==> src/hw/rtl/qs_sqrt.sv <==
// Pipelined floor square root, one result bit per stage
module qs_sqrt #(
    parameter int W  = 62,
    parameter int SW = 1
) (
    input  logic                i_clk,
    input  logic                i_rst_n,
    input  logic                i_en,
    input  logic                i_valid,
    input  logic [W-1:0]        i_rad,
    input  logic [SW-1:0]       i_sb,
    output logic                o_valid,
    output logic [W/2-1:0]      o_root,
    output logic [SW-1:0]       o_sb
);
    localparam int N = W / 2;

    wire [W-1:0]  w_rem  [0:N];
    wire [W-1:0]  w_root [0:N];
    wire          w_v    [0:N];
    wire [SW-1:0] w_sb   [0:N];

    assign w_rem[0]  = i_rad;
    assign w_root[0] = '0;
    assign w_v[0]    = i_valid;
    assign w_sb[0]   = i_sb;

    for (genvar g = 0; g < N; g++) begin : g_stage
        localparam logic [W:0] B = {{W{1'b0}}, 1'b1} << (W - 2 - 2 * g);
        logic [W:0]   w_trial;
        logic         w_take;
        logic [W-1:0] n_rem;
        logic [W-1:0] n_root;
        logic [W-1:0] r_rem;
        logic [W-1:0] r_root;
        logic         r_v;
        logic [SW-1:0] r_sb;

        assign w_trial = {1'b0, w_root[g]} + B;
        assign w_take  = {1'b0, w_rem[g]} >= w_trial;
        assign n_rem   = w_take ? w_rem[g] - w_trial[W-1:0] : w_rem[g];
        assign n_root  = w_take ? (w_root[g] >> 1) + B[W-1:0] : w_root[g] >> 1;

        always_ff @(posedge i_clk) begin
            if (!i_rst_n) begin
                r_v <= 1'b0;
            end else if (i_en) begin
                r_v <= w_v[g];
            end
        end

        always_ff @(posedge i_clk) begin
            if (i_en) begin
                r_rem  <= n_rem;
                r_root <= n_root;
                r_sb   <= w_sb[g];
            end
        end

        assign w_rem[g+1]  = r_rem;
        assign w_root[g+1] = r_root;
        assign w_v[g+1]    = r_v;
        assign w_sb[g+1]   = r_sb;
    end

    assign o_valid = w_v[N];
    assign o_root  = w_root[N][N-1:0];
    assign o_sb    = w_sb[N];

endmodule

==> config.mk <==
export PLATFORM = sky130hd
export DESIGN_NAME = qs_sqrt
export DESIGN_NICKNAME = d
export VERILOG_FILES = /design/src/hw/rtl/qs_sqrt.sv
export SDC_FILE = /design/constraint.sdc
export NUM_CORES = 2
export LEC_CHECK = 0
export BUFFER_PORTS_ARGS = -buffer_cell sky130_fd_sc_hd__buf_2
export CAP_MARGIN = 20
export CORE_ASPECT_RATIO = 1.1
export CORE_UTILIZATION = 45
export CTS_CLUSTER_SIZE = 8
export DETAILED_ROUTE_END_ITERATION = 7
export MAX_ROUTING_LAYER = met4
export PLACE_DENSITY_LB_ADDON = 0.25
export SETUP_SLACK_MARGIN = 0.15
export SLEW_MARGIN = 20
export SYNTH_ARGS = -nofsm -noshare
export SYNTH_HDL_FRONTEND = slang
export SYNTH_SLANG_ARGS = --single-unit
==> constraint.sdc <==
create_clock -name i_clk -period 7.7 [get_ports i_clk]
set_input_delay 1.54 -clock i_clk [delete_from_list [all_inputs] [get_ports i_clk]]
set_output_delay 1.54 -clock i_clk [all_outputs]
set_load 0.01 [all_outputs]
### Word level (Yosys, flattened, before mapping)

Cells that the tools add are included.

| word-level totals | value |
|---|---|
| flip-flop bits (word level) | 3813 |
| input port bits | 67 |
| word-level logic and storage cells | 334 |
| output and inout port bits | 33 |

| cells by class | value |
|---|---|
| muxes and demuxes | 61 |
| add/sub/neg operators | 90 |
| magnitude comparators | 31 |

Operator list:

| cell | count |
|---|---|
| 62-bit by 63-bit >= comparator with 1-bit output | 30 |
| 62-bit two-way mux | 30 |
| 61-bit two-way mux | 30 |
| 62-bit subtractor | 29 |
| 62-bit by 1-bit adder with 63-bit output (second input constant) | 1 |
| 62-bit by 11-bit adder with 63-bit output (second input constant) | 1 |
| 62-bit by 13-bit adder with 63-bit output (second input constant) | 1 |
| 62-bit by 15-bit adder with 63-bit output (second input constant) | 1 |
| 62-bit by 17-bit adder with 63-bit output (second input constant) | 1 |
| 62-bit by 19-bit adder with 63-bit output (second input constant) | 1 |
| 62-bit by 21-bit adder with 63-bit output (second input constant) | 1 |
| 62-bit by 23-bit adder with 63-bit output (second input constant) | 1 |
| 62-bit by 25-bit adder with 63-bit output (second input constant) | 1 |
| 62-bit by 27-bit adder with 63-bit output (second input constant) | 1 |
| 62-bit by 29-bit adder with 63-bit output (second input constant) | 1 |
| 62-bit by 3-bit adder with 63-bit output (second input constant) | 1 |
| 62-bit by 31-bit adder with 63-bit output (second input constant) | 1 |
| 62-bit by 33-bit adder with 63-bit output (second input constant) | 1 |
| 62-bit by 35-bit adder with 63-bit output (second input constant) | 1 |
| 62-bit by 37-bit adder with 63-bit output (second input constant) | 1 |
| 62-bit by 39-bit adder with 63-bit output (second input constant) | 1 |
| 62-bit by 41-bit adder with 63-bit output (second input constant) | 1 |
| 62-bit by 43-bit adder with 63-bit output (second input constant) | 1 |
| 62-bit by 45-bit adder with 63-bit output (second input constant) | 1 |
| other kinds (43) | 43 |

### Depth between registers and ports, before layout

| logic depth | value |
|---|---|
| depth in word-level cells | 3 |
| gate-level depth with buffers | 15 |

### Worst setup path after synthesis

OpenSTA, ideal clock, no wires.

| timing path | value |
|---|---|
| kind | flip-flop to flip-flop |
| from | register g_stage[15].r_rem[30] |
| to | register g_stage[16].r_rem[54] (data pin) |
| cell stages (with the launch flop) | 13 |
| slack | 4.097 ns |
| path buffers | 2 |
| required time | 7.429 ns |
| setup time | 0.271 ns |
| data arrival time | 3.332 ns |
| path through | edfxtp_1 ha_1 o21ai_0 a22oi_1 a311oi_1 o41ai_1 a31o_2 a211o_1 buf_2 or4b_2 clkbuf_1 nor4_1 xor2_1 |

| between the ends | value |
|---|---|
| longest elaborated chain between the ends | 2 |
| elaborated cells on any way between the ends | 3 |
| classes of those cells | add/sub: 1; order compare: 1; mux: 1 |

RTL lines:

| element | RTL line | source |
|---|---|---|
| from (decl) | 34 | `logic [W-1:0] r_rem;` |
| from (signal assigned) | 54 | `r_rem <= n_rem;` |
| 62-bit subtractor or 62-bit by 63-bit >= comparator with 1-bit output (tied branches) | 41, 40 |  |
| 62-bit two-way mux (*) | 41 | `assign n_rem = w_take ? w_rem[g] - w_trial[W-1:0] : w_rem[g];` |
| net g_stage[16].n_rem[54] | 32 | `logic [W-1:0] n_rem;` |
| to (signal assigned) | 54 |  |
| to (decl) | 34 |  |

Mark *: on every way through the listed nets, which the timed path passes. The rest lies on a longest branch.
A chain may end at the register's enable or synchronous reset.

### Final worst setup path

| timing path | value |
|---|---|
| from | register g_stage[23].r_rem[44] |
| to | register g_stage[24].r_rem[44] (data pin) |

| between the ends | value |
|---|---|
| longest elaborated chain between the ends | 2 |
| elaborated cells on any way between the ends | 3 |
| classes of those cells | add/sub: 1; order compare: 1; mux: 1 |

RTL lines:

| element | RTL line |
|---|---|
| from (decl) | 34 |
| from (signal assigned) | 54 |
| 62-bit subtractor or 62-bit by 63-bit >= comparator with 1-bit output (tied branches) | 41, 40 |
| 62-bit two-way mux (*) | 41 |
| net g_stage[24].n_rem[44] | 32 |
| to (signal assigned) | 54 |
| to (decl) | 34 |

Marks and branches as above.

==> flow_summary.toml <==
[sta]
fmaxAchievable_mhz = 203
setup_viol = 0
fin_crit_ns = 4.92
tns_ns = 0
finClkSkew_ns = 0.0933
rsz0062_at_grt = "false"
max_slew.worst_pin.slew_ns = 1.11
slew_headroom_pct = 26.3
min_period_over_period_pct = 63.9
slew_violations = 0
hold_viol_final = 0

[drt]
via_per_inst = 5.72
vias = 73500
drt_iter0_drc = 6064
routed_wl_mm = 282
antenna_left = 0
detail_route.wl_per_cell_um = 21.9
drc_errors = 0
dr.pass1.iters = 8

[critical_path]
arrival_ns = 5.47
required_ns = 8.24
critPathKind = "reg2reg"
worst-path-buf-inv = 1
cp_max_fo = 49
crit_path_end_kind = "register"
slowest_stage = "inv_2"
crit_chain = "or4_1 > nor3_1 > nand2_1 > nor4_1 > a311oi_2 > inv_2 > o2111ai_2 > nor4b_1 > xor2_1"
cpPeakStageDelay_ns = 0.72
critPathLaunchType = "register"
crit_family = "simple AND/OR/NAND/NOR gates"

[die]
io_pins = 100
core_region_area_sq_um = 255000
die_area_sq_um = 259000
initial_core_util_pct = 45.4
fp.dieW_um = 485
rows = 194
die_y_um = 534

[finish]
fill_cells = 21700
fin_nets = 10100
post-route-util_pct = 50.9
area_delta_synth_final_pct = 12.0
drive_above_1_share_pct = 7.67

[run_status]
status = "completed"

[clock_network]
h-tree-depth = 5
numClockSinks = 2418
clock_latency_ns = 0.88
numCtsBuffers = 347
cts_setup_buffers = 0
cts.reportedPaths.clkPinSlew_ns = 0.05
cts_hold_buf = 0
cts_tree = "done"
cts_resized = 0
clockBufferDepth = 4
clockRootBuffer = "clkbuf_16"

[logic_synthesis]
seq_area_frac_synth_pct = 62.5
synth_seq_cells = 2418
synth_cells = 9151
async_flop_share_pct = 0
synth-edff-count = 2387
synth_nets = 9743
yosysUniqueCellTypes = 92
yosys_warnings = 0
syn_area_per_cell_sq_um = 12.6
synth_ff_type = "edfxtp_1"
syn-cell-area_sq_um = 116000

[power]
power_density_nw_per_um2 = 304
p_leak_nw = 48.3
vdd_ir_drop_max_uv = 197

[min_path]
hp-class = "reg2reg"

[placement]
hpwlAfterDp_mm = 209
gp_congestion = 0.918
port-buffer-count = 99

[grt]
track_usage_pct = 22.1
grt_pass1_wl_mm = 431
antenna_found_initial = 7
globalRouteOverflowTotal = 0
grt_pass1_vias = 72800
grt_max_degree = 181

[flow_run]
drv_cap = 0
==> layout make-up <==
cell class / instances / area [sq um] / share of cell area, %
repair buffers: 168 / 1170 / 0.904
inverters: 671 / 2520 / 1.94
clock inverters: 22 / 275 / 0.213
multi-input cells: 5874 / 40200 / 31.0
clock buffers: 370 / 8880 / 6.85
well taps: 3332 / 4170 / 3.22
flip-flops and latches: 2418 / 72300 / 55.8
diodes: 5 / 12.5 / 0.00966
==> cell families after synthesis <==
group	Yosys count	synth area share (%)
and+or+nand+nor	2670	12.1
DFF	2418	62.5
AOI/OAI and AO/OA	1726	9.40
buffers and inverters	859	2.80
xor gates and xnor gates	808	6.12
adders and majority gates	525	5.68
muxes	145	1.36
==> Yosys cell counts, drive strengths merged (36+ instances only) <==
library cell	instances	area, sq um
a211oi	58	435
a21boi	36	270
a21o	213	1600
a21oi	560	2800
a31oi	43	269
and2	39	244
and3	41	257
clkbuf	166	624
edfxtp	2387	71700
ha	525	6570
inv	670	2510
mux2	97	1090
mux2i	48	480
nand2	532	2000
nand2b	99	619
nand3	157	786
nand4	139	870
nor2	591	2230
nor2b	103	644
nor3	245	1230
nor4	333	2120
nor4b	62	549
o211ai	42	315
o21a	101	758
o21ai	379	1900
o21bai	47	353
o31ai	48	360
or2	38	238
or3	92	576
or4	69	529
xnor2	449	3930
xor2	359	3140
==> stage by stage <==
step	cells	cell area, sq um	power [W]	hold slack (ns)	setup WS [ns]
after floorplan	9151	116000	0.0234	0.400	4.10
after global placement	12500	120000	0.0261	0.403	2.42
after detailed placement	12500	120000	0.0262	0.405	2.47
after CTS	12900	129000	0.0397	0.404	2.44
after global routing	12900	130000	0.0412	0.409	2.29
final	12900	130000	0.0394	0.400	2.78
==> final timing paths <==
check	startpoint	endpoint	slack, ns	depth (start not counted)
max	g_stage[23].r_rem[44]	g_stage[24].r_rem[44]	2.78	9
min	g_stage[11].r_rem[31]	g_stage[12].r_rem[31]	0.40	0
max reg2reg	g_stage[23].r_rem[44]	g_stage[24].r_rem[44]	2.78	9
min reg2reg	g_stage[11].r_rem[31]	g_stage[12].r_rem[31]	0.40	0
==> per-layer routing <==
| metal | wire, um | track usage, % | share of wire, % |
|---|---|---|---|
| met1 | 122000 | 28.4 | 43 |
| met2 | 140000 | 36.9 | 50 |
| met3 | 14700 | 3.12 | 5.2 |
| met4 | 5510 | 4.94 | 2.0 |
| met5 | 0 | - | 0 |
==> state kept, by name, summed over array words and instances, names as in the netlist <==
register,flops
g_stage.r_rem,1860
g_stage.r_sb,30
g_stage.r_v,30
o_valid,1
o_sb,1
g_stage.r_root,496
==> cell usage in the layout, fill, tap and decap left out, drive strengths merged, types with 34 or more instances in the layout <==
cell,n
a211oi,58
a21boi,36
a21o,213
a21oi,560
a31oi,43
and2,39
and3,41
buf,167
clkbuf,371
edfxtp,2387
ha,525
inv,678
mux2,97
mux2i,48
nand2,532
nand2b,99
nand3,157
nand3b,34
nand4,139
nor2,591
nor2b,103
nor3,245
nor4,333
nor4b,62
o211ai,42
o21a,101
o21ai,379
o21bai,47
o31ai,48
or2,38
or3,92
or4,69
xnor2,449
xor2,359
==> power by group <==
part,internal (W),switching [W],total (W)
combinational,0.00324,0.00477,0.00801
sequential,0.0167,0.00139,0.0181
clock,0.00803,0.00527,0.0133
==> worst register-to-register path: cells and delay by family (launching register included) <==
family / cells / cell delay (ns)
and+or+nand+nor: 5 / 2.55
AOI/OAI and AO/OA: 2 / 0.81
buffers and inverters: 1 / 0.72
DFF: 1 / 0.41
xor gates and xnor gates: 1 / 0.11
No activity file was read; power rests on OpenSTA's default activity.
